--- src/hw/rtl/pkfa_pkg.sv ---
// Shared constants and width helpers for the periodic key frequency analyzer.
package pkfa_pkg;

	localparam int KEY_MAX_DEF     = 16;
	localparam int COUNT_WIDTH_DEF = 16;
	localparam int ALPHABET_SIZE   = 26;
	localparam int QUEUE_DEPTH     = 4;

	localparam int LETTER_W  = 5;
	localparam int CFG_W     = 5;
	localparam int CFG_IDX_W = 1;
	localparam int POS_W     = 4;
	localparam int PEAK_W    = 16;
	localparam int S_DATA_W  = 8;
	localparam int M_DATA_W  = 32;

	localparam logic [CFG_IDX_W-1:0] REG_KEY_LENGTH   = 1'd0;
	localparam logic [CFG_IDX_W-1:0] REG_PLAIN_LETTER = 1'd1;

	localparam logic [CFG_W-1:0] KEY_LENGTH_RST   = 5'd5;
	localparam logic [CFG_W-1:0] PLAIN_LETTER_RST = 5'd4;

	localparam logic [LETTER_W-1:0] LAST_LETTER = 5'(ALPHABET_SIZE - 1);
	localparam logic [LETTER_W-1:0] ALPHA_CODE  = 5'(ALPHABET_SIZE);

	function automatic int col_width(input int key_max);
		return (key_max > 1) ? $clog2(key_max) : 1;
	endfunction

	function automatic int len_width(input int key_max);
		return ($clog2(key_max + 1) > CFG_W) ? $clog2(key_max + 1) : CFG_W;
	endfunction

endpackage

--- src/hw/rtl/pkfa_front.sv ---
// Front end: accepts letters, assigns each its key column and classifies it.
module pkfa_front #(
	parameter int KEY_MAX = pkfa_pkg::KEY_MAX_DEF,
	parameter int LEN_W   = pkfa_pkg::len_width(KEY_MAX),
	parameter int COL_W   = pkfa_pkg::col_width(KEY_MAX)
) (
	input  logic                                  clk,
	input  logic                                  arst_n,
	input  logic [LEN_W-1:0]                      klen,
	input  logic                                  clearing,
	input  logic                                  s_tvalid,
	output logic                                  s_tready,
	input  logic [pkfa_pkg::S_DATA_W-1:0]         s_tdata,  // [4:0] letter_code
	input  logic                                  s_tlast,  // last_letter
	output logic                                  q_valid,
	input  logic                                  q_ready,
	output logic [COL_W+pkfa_pkg::LETTER_W+1:0]   q_data
);

	logic [COL_W-1:0]              col_pos_q;
	logic [COL_W-1:0]              col_cur;
	logic [LEN_W-1:0]              col_inc;
	logic [pkfa_pkg::LETTER_W-1:0] letter;
	logic                          counted;
	logic                          accept;

	assign letter   = s_tdata[pkfa_pkg::LETTER_W-1:0];
	assign counted  = (letter < pkfa_pkg::ALPHA_CODE);
	assign s_tready = q_ready && !clearing;
	assign q_valid  = s_tvalid && !clearing;
	assign accept   = s_tvalid && s_tready;

	// A column left beyond a shortened key wraps to zero before counting.
	assign col_cur = (LEN_W'(col_pos_q) >= klen) ? '0 : col_pos_q;
	assign col_inc = LEN_W'(col_cur) + LEN_W'(1);

	// Queue entry, low to high: letter, column, counted flag, last flag.
	assign q_data = {s_tlast, counted, col_cur, letter};

	always_ff @(posedge clk or negedge arst_n) begin
		if (!arst_n) begin
			col_pos_q <= '0;
		end else if (accept) begin
			if (s_tlast || col_inc >= klen) begin
				col_pos_q <= '0;
			end else begin
				col_pos_q <= COL_W'(col_inc);
			end
		end
	end

endmodule

--- config.mk ---
export PLATFORM = sky130hd
export DESIGN_NAME = pkfa_front
export DESIGN_NICKNAME = d
export VERILOG_FILES = /design/src/hw/rtl/pkfa_pkg.sv /design/src/hw/rtl/pkfa_front.sv
export SDC_FILE = /design/constraint.sdc
export NUM_CORES = 1
export LEC_CHECK = 0
export ABC_AREA = 1
export BUFFER_PORTS_ARGS = -buffer_cell sky130_fd_sc_hd__buf_2
export CELL_PAD_IN_SITES_DETAIL_PLACEMENT = 1
export CELL_PAD_IN_SITES_GLOBAL_PLACEMENT = 2
export CORE_MARGIN = 5
export CORE_UTILIZATION = 23
export CTS_BUF_LIST = sky130_fd_sc_hd__clkbuf_4 sky130_fd_sc_hd__clkbuf_8 sky130_fd_sc_hd__clkbuf_16
export CTS_CLUSTER_SIZE = 20
export DETAILED_ROUTE_END_ITERATION = 8
export PLACE_DENSITY_LB_ADDON = 0.3
export SYNTH_ARGS = -nofsm -noshare
export SYNTH_HDL_FRONTEND = slang
export SYNTH_SLANG_ARGS = --single-unit
--- constraint.sdc ---
create_clock -name clk -period 6.65 [get_ports clk]
set_input_delay 0.9975 -clock clk [delete_from_list [all_inputs] [get_ports clk]]
set_output_delay 0.9975 -clock clk [all_outputs]
set_load 0.03 [all_outputs]
==> flow_metrics.py <==
metrics = {
    "clocking": {
        "cts.sinks": 4,
        "cts.clk_slew.worst_paths_ns": 0.04,
        "cts_hold_buf": 0,
        "cts_inserted_buffers": 3,
        "clock_latency_ns": 0.23,
        "h-tree-depth": 1,
        "cts-resized-gates": 0,
        "cts_tree": "yes",
        "cts-root-buf": "clkbuf_4",
        "cts_setup_buffers": 0,
        "clk_path_buf_depth": 2,
    },
    "place": {
        "port-buffer-count": 26,
        "pre_cts_ws_ns": 2.99,
        "placement.cell_area_um2": 751,
        "gp_congestion": 0.737,
        "dpl.hpwl_mm": 1.51,
    },
    "finish": {
        "final_core_util": 0.285,
        "largest_reg_flops": 4,
        "drive_above_1_share": 0.353,
        "final_area_um2": 773,
        "largest-register": "col_pos_q",
        "antenna_cells": 0,
        "reg_top3": "col_pos_q x4",
        "area_growth_pct": 21.9,
        "nets": 150,
    },
    "grt": {
        "grt_util_met3": 0.0360,
        "use_met2": 0.148,
        "overflow": 0,
        "busiest_layer": "met2",
        "grt_max_degree": 6,
        "grt_pass1_wl_mm": 2.92,
        "grt_antenna_before_repair": 0,
        "grt_usage": 0.0899,
        "grt_pass1_vias": 686,
        "use_met1": 0.105,
    },
    "timing": {
        "relSlewSlack": 0.860,
        "worst_pin_slew_ns": 0.210,
        "slew_viol_final": 0,
        "fmaxAchievable_mhz": 298,
        "period_needed_ns": 3.36,
        "setup_viol": 0,
        "fin_worst_skew_ns": 0.00311,
        "hold_viol_final": 0,
        "finalCritPeriodShare": 0.505,
        "fin_ws_ns": 3.29,
        "hold_ws_ns": 0.560,
        "rsz0062_at_grt": "false",
        "setup_tns_ns": 0,
    },
    "route": {
        "drc": 0,
        "wire_per_inst_um": 10.8,
        "drt_iter0_markers": 5,
        "viasPerCell": 4.35,
        "dr_total_vias": 653,
        "wl_mm": 1.62,
        "dr.pass1.iters": 2,
        "ant_nets": 0,
    },
    "logic_synthesis": {
        "yosys_most_used_dff": "dfrtp_1",
        "synth_edf_count": 0,
        "ys_async_sr_fraction": 1.00,
        "yosysUniqueCellTypes": 20,
        "synth_top_cell_by_area": "ha_1",
        "synth.avg_cell_area_um2": 6.54,
        "synthesis.nets": 126,
        "netlist.area_leader.share": 0.197,
        "ys_seq_area_frac": 0.158,
        "ys_ff_latch": 4,
        "ys.warnings.count": 0,
        "synth.most_common_cell": "nand2_1",
        "postSynthCellCount": 97,
        "synth.area.top_cells": "ha_1, dfrtp_1, nand2_1, inv_1, buf_4",
        "netlist_area_um2": 634,
        "synth_common_cells": "nand2_1, inv_1, ha_1",
    },
    "worst_setup_path": {
        "path_cells": "buf_2 -> inv_1 -> ha_1 -> nand2_1 -> inv_1 -> nand2_1 -> nand2_2 -> a21oi_4 -> inv_1 -> nor2_1 -> ha_1 -> inv_1 -> nor3_1 -> ha_1 -> nand2_1 -> inv_1 -> a21oi_1 -> nand4_1 -> nor2_2 -> nand2_1 -> o21ai_1",
        "crit_fanout": 4,
        "crit_required_ns": 6.81,
        "crit_path_end_kind": "flop",
        "r2r_start": "col_pos_q[2]",
        "critPathKind": "in -> reg",
        "startpoint_type": "primary input",
        "arrival_ns": 3.52,
        "critPathLaunch": "klen[2]",
        "slowest_delay_ns": 0.32,
        "slowest_stage": "ha_1",
        "cp_common_cell": "inv_1",
        "reg2reg_slack_ns": 3.72,
    },
    "floorplanning": {
        "start_util": 0.234,
        "dieArea_um2": 3910,
        "die_height_um": 62.5,
        "core-area_um2": 2710,
        "die_width_um": 62.5,
        "rows": 19,
        "io_pins": 32,
    },
    "run": {
        "drv_cap": 0,
    },
    "outcome": {
        "outcome": "finished, final reports clean",
    },
    "power_and_ir_drop": {
        "powerDensity_nw_per_um2": 189,
        "peakVddDrop_mv": 0.0846,
        "power.leakage_uw": 0.000522,
    },
    "hold_path": {
        "hp-class": "in -> async",
    },
}
-- per-stage QoR --
step,cells,power (uW)
global placement,147,117
detailed placement,147,119
floorplan,97,96.1
global route,150,163
finish,150,146
CTS,150,151
-- worst max-delay path: cells and delay by family --
kind / cells / cell delay [ns]
AO/OA/AOI/OAI: 3 / 0.37
buffers and inverters: 6 / 0.33
adder cells (fa/ha/maj): 3 / 0.81
AND/OR/NAND/NOR: 9 / 1.01
-- where the power goes --
group          internal (uW)  switching, uW  leakage, uW
combinational           29.2           53.5     0.000455
sequential              28.6           5.42    0.0000536
clock                   20.2           9.43    0.0000138
total                   78.0           68.4     0.000522
-- per-layer routing --
metal	vias to the layer above	wire [um]
met5	-	0
met3	2	90
met4	0	13
li1	335	-
met2	16	820
met1	300	695
-- final timing paths --
path | end | depth (start not counted)
max | col_pos_q[1] | 21
min | col_pos_q[3] | 1
max reg2reg | col_pos_q[1] | 19
min reg2reg | col_pos_q[3] | 2
max in group asynchronous | col_pos_q[0] | 1
min in group clk | col_pos_q[3] | 2
-- layout make-up --
type / count / area (um2)
Tap cell: 31 / 38.8
Multi-Input combinational cell: 61 / 388
Sequential cell: 4 / 100
Inverter: 25 / 93.8
Fill cell: 386 / 1940
Clock buffer: 3 / 22.5
Timing Repair Buffer: 26 / 130
-- layout by cell type, fill, tap and decap left out --
master / n
inv_1: 23
inv_2: 2
dfrtp_1: 4
a21oi_4: 1
buf_2: 26
nand2_1: 24
nor3_1: 1
nor2_1: 5
a21oi_1: 1
nand3_2: 1
o211ai_1: 1
nand2_4: 1
o21ai_1: 2
a21oi_2: 1
clkbuf_4: 3
nor2_2: 2
and2_1: 1
nand2_2: 5
nand4_1: 4
ha_1: 10
nand3_1: 1
-- kinds of logic (layout without fill, tap and decap cells) --
logic type | Yosys count | in the layout | share of synthesized area
AO/OA/AOI/OAI | 6 | 6 | 0.0750
adder cells (fa/ha/maj) | 10 | 10 | 0.197
flip-flops | 4 | 4 | 0.158
buffers and inverters | 32 | 54 | 0.231
AND/OR/NAND/NOR | 45 | 45 | 0.339
Note: power is estimated with default switching activity, not from simulation.
