===== config.mk =====
export PLATFORM = sky130hd
export DESIGN_NAME = pkfa_fifo
export DESIGN_NICKNAME = d
export VERILOG_FILES = /design/src/hw/rtl/pkfa_pkg.sv /design/src/hw/rtl/pkfa_fifo.sv
export SDC_FILE = /design/constraint.sdc
export NUM_CORES = 1
export LEC_CHECK = 0
export BUFFER_PORTS_ARGS = -buffer_cell sky130_fd_sc_hd__buf_4
export CORE_ASPECT_RATIO = 0.5
export CORE_UTILIZATION = 59
export CTS_CLUSTER_DIAMETER = 80
export DETAILED_ROUTE_END_ITERATION = 6
export PLACE_DENSITY = 0.84
export REMOVE_ABC_BUFFERS = 1
export SETUP_SLACK_MARGIN = 0.05
export SYNTH_ARGS = -nofsm -noshare
export SYNTH_HDL_FRONTEND = slang
export SYNTH_SLANG_ARGS = --single-unit
export TNS_END_PERCENT = 1

===== constraint.sdc =====
create_clock -name clk -period 3.4 [get_ports clk]
set_input_delay 0.51 -clock clk [delete_from_list [all_inputs] [get_ports clk]]
set_output_delay 0.51 -clock clk [all_outputs]
set_load 0.005 [all_outputs]

===== src/hw/rtl/pkfa_pkg.sv =====
// Shared constants and width helpers for the periodic key frequency analyzer.
package pkfa_pkg;

	localparam int KEY_MAX_DEF     = 16;
	localparam int COUNT_WIDTH_DEF = 16;
	localparam int ALPHABET_SIZE   = 26;
	localparam int QUEUE_DEPTH     = 4;

	localparam int LETTER_W  = 5;
	localparam int CFG_W     = 5;
	localparam int CFG_IDX_W = 1;
	localparam int POS_W     = 4;
	localparam int PEAK_W    = 16;
	localparam int S_DATA_W  = 8;
	localparam int M_DATA_W  = 32;

	localparam logic [CFG_IDX_W-1:0] REG_KEY_LENGTH   = 1'd0;
	localparam logic [CFG_IDX_W-1:0] REG_PLAIN_LETTER = 1'd1;

	localparam logic [CFG_W-1:0] KEY_LENGTH_RST   = 5'd5;
	localparam logic [CFG_W-1:0] PLAIN_LETTER_RST = 5'd4;

	localparam logic [LETTER_W-1:0] LAST_LETTER = 5'(ALPHABET_SIZE - 1);
	localparam logic [LETTER_W-1:0] ALPHA_CODE  = 5'(ALPHABET_SIZE);

	function automatic int col_width(input int key_max);
		return (key_max > 1) ? $clog2(key_max) : 1;
	endfunction

	function automatic int len_width(input int key_max);
		return ($clog2(key_max + 1) > CFG_W) ? $clog2(key_max + 1) : CFG_W;
	endfunction

endpackage


===== src/hw/rtl/pkfa_fifo.sv =====
// Small register queue between the letter front end and the histogram engine.
module pkfa_fifo #(
	parameter int WIDTH = 8,
	parameter int DEPTH = pkfa_pkg::QUEUE_DEPTH
) (
	input  logic             clk,
	input  logic             arst_n,
	input  logic             in_valid,
	output logic             in_ready,
	input  logic [WIDTH-1:0] in_data,
	output logic             out_valid,
	input  logic             out_ready,
	output logic [WIDTH-1:0] out_data
);

	localparam int PTR_W = (DEPTH > 1) ? $clog2(DEPTH) : 1;
	localparam int CNT_W = $clog2(DEPTH + 1);

	logic [WIDTH-1:0] mem_q [DEPTH];
	logic [PTR_W-1:0] wr_ptr_q;
	logic [PTR_W-1:0] rd_ptr_q;
	logic [CNT_W-1:0] count_q;
	logic             push;
	logic             pop;

	assign in_ready  = (count_q != CNT_W'(DEPTH));
	assign out_valid = (count_q != '0);
	assign out_data  = mem_q[rd_ptr_q];
	assign push      = in_valid && in_ready;
	assign pop       = out_valid && out_ready;

	always_ff @(posedge clk) begin
		if (push) begin
			mem_q[wr_ptr_q] <= in_data;
		end
	end

	always_ff @(posedge clk or negedge arst_n) begin
		if (!arst_n) begin
			wr_ptr_q <= '0;
			rd_ptr_q <= '0;
			count_q  <= '0;
		end else begin
			if (push) begin
				wr_ptr_q <= (wr_ptr_q == PTR_W'(DEPTH - 1)) ? '0 : wr_ptr_q + PTR_W'(1);
			end
			if (pop) begin
				rd_ptr_q <= (rd_ptr_q == PTR_W'(DEPTH - 1)) ? '0 : rd_ptr_q + PTR_W'(1);
			end
			if (push && !pop) begin
				count_q <= count_q + CNT_W'(1);
			end else if (pop && !push) begin
				count_q <= count_q - CNT_W'(1);
			end
		end
	end

endmodule


==> reports/metrics.csv, run 1 <==
stage,metric,value,unit
run_status,outcome,"finished, final reports clean",
logic_synthesis,cell type with the highest aggregate area in the netlist,edfxtp_1,
final_layout,synthesis-to-layout area growth,17.43,%
critical_path,R2R Setup Slk,1220,ps
critical_path,R2R Path End,count_q[2],
critical_path,startpoint class of the critical path,register,
floorplan,initial core utilization,0.6719,
floorplan,die boundary height,38.76,um
route,initial drt markers,60,
floorplan,die area,0.002926,mm^2
critical_path,required time of the critical path,2890,ps
place,half-perimeter wire length after placement,1694,um
timing,actual slew at the worst max-slew pin,595.8,ps
floorplan,placeable core region,0.002372,mm^2
final_layout,nets,123,
logic_synthesis,mean post-synth cell area,20.44,um^2
final_layout,"commonest cells after routing, fill and taps aside","edfxtp_1 (32), buf_4 (21), mux4_2 (8)",
logic_synthesis,top cells by area in the synthesized netlist,"edfxtp_1 (60%), mux4_2 (11%), dfrtp_1 (11%)",
floorplan,overall die width,75.51,um
logic_synthesis,distinct cell type count of the synthesized netlist,18,
clock_tree,number of gates resized after CTS,0,
global_routing,total global routing track utilization,0.2082,
global_routing,maximum number of pins on one net before global-route repair,13,
logic_synthesis,combined area of all synthesized cells,0.001594,mm^2
logic_synthesis,portion of the post-synthesis area used by sequential elements,0.7127,
logic_synthesis,register bit count reported by yosys,39,
clock_tree,number of setup buffers added after CTS,0,
route,"wirelength, routed",2444,um
route,1st-pass router iterations,4,
critical_path,type of element capturing the critical path,output port,
route,DRC violation count after routing,0,
power_and_ir_drop,Power Dens Cells,834.6,mW/mm^2
timing,post-layout minimum cycle time,2252,ps
clock_tree,TritonCTS clock tree,done,
timing,final-report hold violation count,0,
floorplan,top-level I/O count,22,
final_layout,non-filler instance count after layout,140,
timing,final critical-path share of the clock period,0.6622,
clock_tree,number of hold-repair buffers added at the cts stage,0,
logic_synthesis,Synth Instances,78,
final_layout,ant diodes,0,
critical_path,Worst Reg2Reg Path Length in Cells,8,
power_and_ir_drop,Lkg Pwr,0.7149,nW
critical_path,reg-to-reg critical path startpoint,count_q[0],
clock_tree,number of levels in the clock H-tree,2,
clock_tree,clock tree root driver cell,clkbuf_8,
final_layout,"commonest non-fill, non-tap cell in the layout",edfxtp_1,
route,Final ANT Viol Nets,0,
place,GPL Wtd Cong,0.7511,
route,total number of vias,764,
clock_tree,maximum count of clock buffers along a single path,2,
floorplan,num rows,12,
timing,achievable clock frequency,444.1,MHz
clock_tree,later-pin clock latency in the skew report,290,ps
timing,unrepaired setup endpoints after global routing,false,
global_routing,global-route wire length before repair,3795,um
logic_synthesis,Yosys Warn Count,0,
timing,worst slew slack as a fraction of its limit,0.6028,
route,average wire length per cell after detail routing,17.46,um
timing,max-slew violation count,0,
route,via density per instance,5.457,
timing,post-route setup TNS,0,ps
clock_tree,clock slew seen by the registers of the worst setup and hold paths,70,ps
global_routing,global route total overflow,0,
final_layout,fraction of final layout cells with drive strength greater than 1,0.4476,
critical_path,Crit path arrival time,1740,ps
timing,final number of setup-violating endpoints,0,
global_routing,number of antenna violations at the first check in global routing,0,
timing,worst-case clock skew,10.73,ps
logic_synthesis,Synth top area share,0.6028,
clock_tree,number of buffers added by the clock tree synthesis step,5,
global_routing,number of global-route vias before repair,801,
place,count of input and output buffers,21,
clock_tree,sink count of the clock tree,39,
critical_path,start-to-end type of the worst setup path,register to output port,
power_and_ir_drop,largest voltage drop on the vdd net,0.0005402,V
min_path,Hold/Removal Path Class,primary input to asynchronous set/reset pin,
place,Cell Count Post-Placement,132,
flow_run,count of maximum capacitance violations,0,
critical_path,crit-path max FO,11,
timing,Hold Worst Slack,19.46,ps
Yosys cell counts (all sizes together):
| master | instances |
|---|---|
| and2 | 1 |
| and3 | 4 |
| buf | 2 |
| dfrtp | 7 |
| edfxtp | 32 |
| fa | 1 |
| ha | 6 |
| inv | 3 |
| mux2 | 5 |
| mux4 | 8 |
| nand2 | 1 |
| nor2 | 3 |
| or3 | 1 |
| or3b | 1 |
| xnor2 | 1 |
| xor2 | 2 |
cells by family (layout without fill, tap and decap cells):
group	count (synthesis)	count (layout)	synth area share
multiplexers	13	13	0.1531
buffers and inverters	5	32	0.01255
adder cells (fa/ha/maj)	7	7	0.05965
AND/OR/NAND/NOR	11	11	0.04553
flip-flops	39	39	0.7127
XOR/XNOR	3	3	0.01649
power by group:
group / leakage (nW) / switching (W) / internal (W) / total (W)
clock: 0.0428 / 0.000157 / 0.000143 / 0.000301
sequential: 0.375 / 0.000112 / 0.000647 / 0.000759
combinational: 0.297 / 0.000189 / 0.000314 / 0.000502
registers in the layout, indices dropped and copies added, names as in the netlist:
signal / cells
mem_q: 32
count_q: 3
rd_ptr_q: 2
wr_ptr_q: 2
per-stage QoR:
| stage | setup slack (ps) | cell area (um^2) | utilization | power [W] |
|---|---|---|---|---|
| 2_1_floorplan | 1337 | 1585 | - | 0.001063 |
| 3_3_place_gp | 1266 | 1787 | 0.7532 | 0.001236 |
| 3_5_place_dp | 1227 | 1787 | 0.7532 | 0.001278 |
| 4_1_cts | 1122 | 1872 | 0.7890 | 0.001568 |
| 5_1_grt | 1048 | 1872 | 0.7890 | 0.001651 |
| 6_report | 1148 | 1872 | 0.7890 | 0.001562 |
worst max-delay path by stage:
stage	start	to	slack (ps)	cells past startpoint
finish	rd_ptr_q[0]	out_data[7]	1150	2
detailed placement	count_q[0]	count_q[2]	1230	8
floorplan	count_q[0]	count_q[2]	1340	8
global placement	count_q[0]	count_q[2]	1270	8
CTS	rd_ptr_q[0]	out_data[7]	1120	2
global route	rd_ptr_q[0]	out_data[7]	1050	2
area by class of cell:
class / count / area (um^2)
fillers: 135 / 500.5
well taps: 35 / 43.79
multi-input cells: 34 / 437.9
inverters: 3 / 11.26
flip-flops and latches: 39 / 1136
clock inverters: 2 / 12.51
clock buffers: 6 / 72.57
repair buffers: 21 / 157.7
routing by layer:
layer / GRT usage / wire [um] / vias to the layer above
met4: 0.06481 / 21 / 0
met2: 0.3482 / 1198 / 19
li1: - / - / 354
met3: 0.1016 / 112 / 5
met1: 0.2418 / 1112 / 386
met5: 0 / 0 / -
critical path: stages (launching register included):
cell and delay, ps:
dfrtp_1 720, mux4_2 590, buf_4 150
(Power assumes the default switching activity.)
==> inputs of run 2 (changes only) <==
--- a/config.mk
+++ b/config.mk
@@ -5,12 +5,13 @@
 export SDC_FILE = /design/constraint.sdc
 export NUM_CORES = 1
 export LEC_CHECK = 0
+export ABC_AREA = 1
 export BUFFER_PORTS_ARGS = -buffer_cell sky130_fd_sc_hd__buf_4
 export CORE_ASPECT_RATIO = 0.5
-export CORE_UTILIZATION = 59
+export CORE_UTILIZATION = 51
 export CTS_CLUSTER_DIAMETER = 80
 export DETAILED_ROUTE_END_ITERATION = 6
-export PLACE_DENSITY = 0.84
+export PLACE_DENSITY = 0.76
 export REMOVE_ABC_BUFFERS = 1
 export SETUP_SLACK_MARGIN = 0.05
 export SYNTH_ARGS = -nofsm -noshare
==> constraint.sdc (replaced) <==
create_clock -name clk -period 1.8 [get_ports clk]
set_input_delay 0.27 -clock clk [delete_from_list [all_inputs] [get_ports clk]]
set_output_delay 0.27 -clock clk [all_outputs]
set_load 0.005 [all_outputs]
==> reports/metrics.csv, run 2 <==
stage,metric,value,unit
place,count of input and output buffers,21,
logic_synthesis,Synth top area share,0.5478,
route,average wire length per cell after detail routing,13.36,um
critical_path,crit-path max FO,3,
logic_synthesis,Synth async-reset ratio,0.1795,
critical_path,Worst Reg2Reg Path Length in Cells,10,
final_layout,flip-flop count of the largest register after layout,32,
global_routing,global-route wire length before repair,4912,um
power_and_ir_drop,part of the total power dissipated in combinational logic,0.438,
critical_path,R2R Setup Slk,60,ps
critical_path,biggest cell delay along the critical path,440,ps
flow_run,count of maximum capacitance violations,0,
logic_synthesis,combined area of all synthesized cells,0.001754,mm^2
power_and_ir_drop,P_sw,0.001181,W
floorplan,initial core utilization,0.5595,
critical_path,slowest CP cell,dfrtp_2,
timing,achievable clock frequency,574.2,MHz
power_and_ir_drop,part of the power in the clock network,0.168,
final_layout,"commonest cells after routing, fill and taps aside","buf_4 (35), nand2_1 (34), edfxtp_1 (32)",
route,"wirelength, routed",3086,um
critical_path,Crit path arrival time,1920,ps
timing,unrepaired setup endpoints after global routing,true,
logic_synthesis,cell type with the highest aggregate area in the netlist,edfxtp_1,
floorplan,placeable core region,0.003136,mm^2
power_and_ir_drop,largest voltage drop on the vdd net,0.0009366,V
critical_path,cell family with the largest share of critical-path delay,adder cells,
final_layout,"commonest non-fill, non-tap cell in the layout",buf_4,
timing,final critical-path share of the clock period,0.9676,
logic_synthesis,register bit count reported by yosys,39,
route,total number of vias,1135,
power_and_ir_drop,Lkg Pwr,0.9398,nW
critical_path,reg-to-reg critical path startpoint,count_q[2],
critical_path,type of element capturing the critical path,register,
clock_tree,TritonCTS clock tree,done,
place,half-perimeter wire length after placement,1953,um
logic_synthesis,portion of the post-synthesis area used by sequential elements,0.6476,
clock_tree,maximum count of clock buffers along a single path,2,
final_layout,nets,209,
final_layout,synthesis-to-layout area growth,22.75,%
timing,max-slew violation count,0,
floorplan,die area,0.003692,mm^2
global_routing,global route total overflow,0,
clock_tree,clock tree root driver cell,clkbuf_8,
global_routing,total global routing track utilization,0.1870,
critical_path,CP endpoint,count_q[2],
logic_synthesis,Yosys Warn Count,0,
logic_synthesis,"count leader, synth",nand2_1,
route,initial drt markers,33,
clock_tree,number of buffers added by the clock tree synthesis step,5,
critical_path,critical path buffer and inverter count,3,
final_layout,ant diodes,0,
logic_synthesis,top cells by area in the synthesized netlist,"edfxtp_1 (55%), dfrtp_1 (10%), nand2_1 (7.9%)",
critical_path,depth of the critical timing path with buffers and inverters included,10,
logic_synthesis,mean post-synth cell area,11.54,um^2
clock_tree,sink count of the clock tree,39,
power_and_ir_drop,Power Dens Cells,1551,mW/mm^2
global_routing,number of antenna violations at the first check in global routing,0,
power_and_ir_drop,Final Total Pwr,0.003340,W
timing,final-report hold violation count,0,
power_and_ir_drop,sequential group share of total power,0.395,
run_status,outcome,"finished, final reports clean",
logic_synthesis,"EDFF count, synth",32,
place,GPL Wtd Cong,0.7745,
floorplan,top-level I/O count,22,
final_layout,leading registers by flop count,"mem_q: 32 flops, count_q: 3 flops",
place,Cell Count Post-Placement,216,
logic_synthesis,top post-synthesis cells by count,"nand2_1 (37), edfxtp_1 (32), inv_1 (29)",
floorplan,num rows,14,
critical_path,cell type with the highest occurrence count on the critical path,nand2_2,
timing,post-layout minimum cycle time,1742,ps
route,DRC violation count after routing,0,
global_routing,number of global-route vias before repair,1150,
critical_path,startpoint class of the critical path,register,
route,via density per instance,4.913,
critical_path,start-to-end type of the worst setup path,register to register,
clock_tree,later-pin clock latency in the skew report,280,ps
final_layout,register with the most flip-flops,mem_q,
critical_path,crit-path cells,"inv_2, nand3_2, nand2_2, ha_4, inv_4, fa_2, inv_1, nand2_2, nand4_1, nand2_1",
timing,worst-case clock skew,4.276,ps
clock_tree,number of levels in the clock H-tree,2,
logic_synthesis,dominant register cell in the synthesized netlist,edfxtp_1,
global_routing,maximum number of pins on one net before global-route repair,36,
timing,actual slew at the worst max-slew pin,320.9,ps
clock_tree,clock slew seen by the registers of the worst setup and hold paths,70,ps
logic_synthesis,Synth Instances,152,
min_path,Hold/Removal Path Class,primary input to register,
power_and_ir_drop,Sw Ratio,0.3537,
final_layout,fraction of final layout cells with drive strength greater than 1,0.3089,
floorplan,overall die width,84.94,um
logic_synthesis,distinct cell type count of the synthesized netlist,16,
route,Final ANT Viol Nets,0,
route,1st-pass router iterations,6,
critical_path,CP startpoint,count_q[2],
final_layout,non-filler instance count after layout,231,
floorplan,die boundary height,43.47,um
timing,final number of setup-violating endpoints,0,
critical_path,required time of the critical path,1980,ps
power_and_ir_drop,internal power,0.002158,W
timing,worst slew slack as a fraction of its limit,0.7861,
critical_path,R2R Path End,count_q[2],
==> run 2: cell types whose count changed in the layout (fill, tap and decap cells not counted), sizes merged, moves of 2 or more <==
cell	before	now
clkinvlp	0	2
buf	21	35
inv	3	30
mux4	8	0
nor2	3	6
o211ai	0	16
xor2	2	0
nand2	1	39
mux2	5	0
and3	4	0
nand3	0	7
==> run 2: routing by layer <==
layer | track usage | up-vias | part of all wire
li1 | - | 576 | -
met1 | 0.2148 | 531 | 0.41
met2 | 0.3242 | 26 | 0.53
met3 | 0.07429 | 2 | 0.048
met4 | 0.07458 | 0 | 0.0078
met5 | 0 | - | 0
==> run 2: final cells by class <==
cell class                      instances  area (um^2)
Sequential cell                        39         1137
Fill cell                             230        982.2
Multi-Input combinational cell         78        489.2
Timing Repair Buffer                   36        272.8
Inverter                               30        115.1
Clock buffer                            5        68.82
Tap cell                               40        50.05
Clock inverter                          3        20.02
==> run 2: how the worst min path moves through the flow <==
stage | startpoint | end | slack (ps) | cells past startpoint
final | in_data[7] | mem_q[1][7] | 180 | 1
after global routing | in_data[7] | mem_q[1][7] | 160 | 1
after global placement | arst_n | count_q[2] | 90 | 1
after floorplan | arst_n | count_q[0] | -30 | 0
after detailed placement | arst_n | count_q[2] | 90 | 1
after CTS | in_data[7] | mem_q[1][7] | 180 | 1
==> run 2: cells by family (layout without fill, tap and decap cells) <==
group	after synthesis	count (layout)	synth area share
AND/OR/NAND/NOR	53	53	0.1255
XOR/XNOR	1	1	0.004994
adder cells (fa/ha/maj)	7	7	0.05421
flip-flops	39	39	0.6476
AO/OA/AOI/OAI	17	17	0.07133
buffers and inverters	35	74	0.09628
==> run 2: power groups by stage <==
stage | logic, W | registers, W | clock network (W)
after floorplan | 0.000653 | 0.00140 | 0
after global placement | 0.00124 | 0.00132 | 0
after detailed placement | 0.00128 | 0.00133 | 0
after CTS | 0.00131 | 0.00130 | 0.000572
after global routing | 0.00163 | 0.00134 | 0.000614
final | 0.00146 | 0.00132 | 0.000560
==> run 2: timing repair <==
action,4_1_cts,5_1_grt
endpoints found under the setup margin,1,2
endpoints found under the hold margin,7,0
setup buffers,1,5
gates resized for setup,0,15
hold buffers,1,0
pin swaps,0,8
==> run 2: per-stage QoR <==
stage,area (um^2),hold slack [ps],util,TNS (ps),setup slack [ps]
2_1_floorplan,1698,-25.59,-,0,130.9
4_1_cts,2072,175.3,0.6608,0,46.41
3_5_place_dp,1966,90.33,0.6269,0,54.39
5_1_grt,2153,162.9,0.6868,-16.12,-16.12
3_3_place_gp,1966,88.22,0.6269,0,151.6
6_report,2153,179.5,0.6868,0,58.38
==> run 2: worst register-to-register path: cells and delay by family, from the launching register on <==
family | cells | cell delay, ps
flip-flops | 1 | 440
adder cells (fa/ha/maj) | 2 | 570
buffers and inverters | 3 | 210
AND/OR/NAND/NOR | 5 | 430
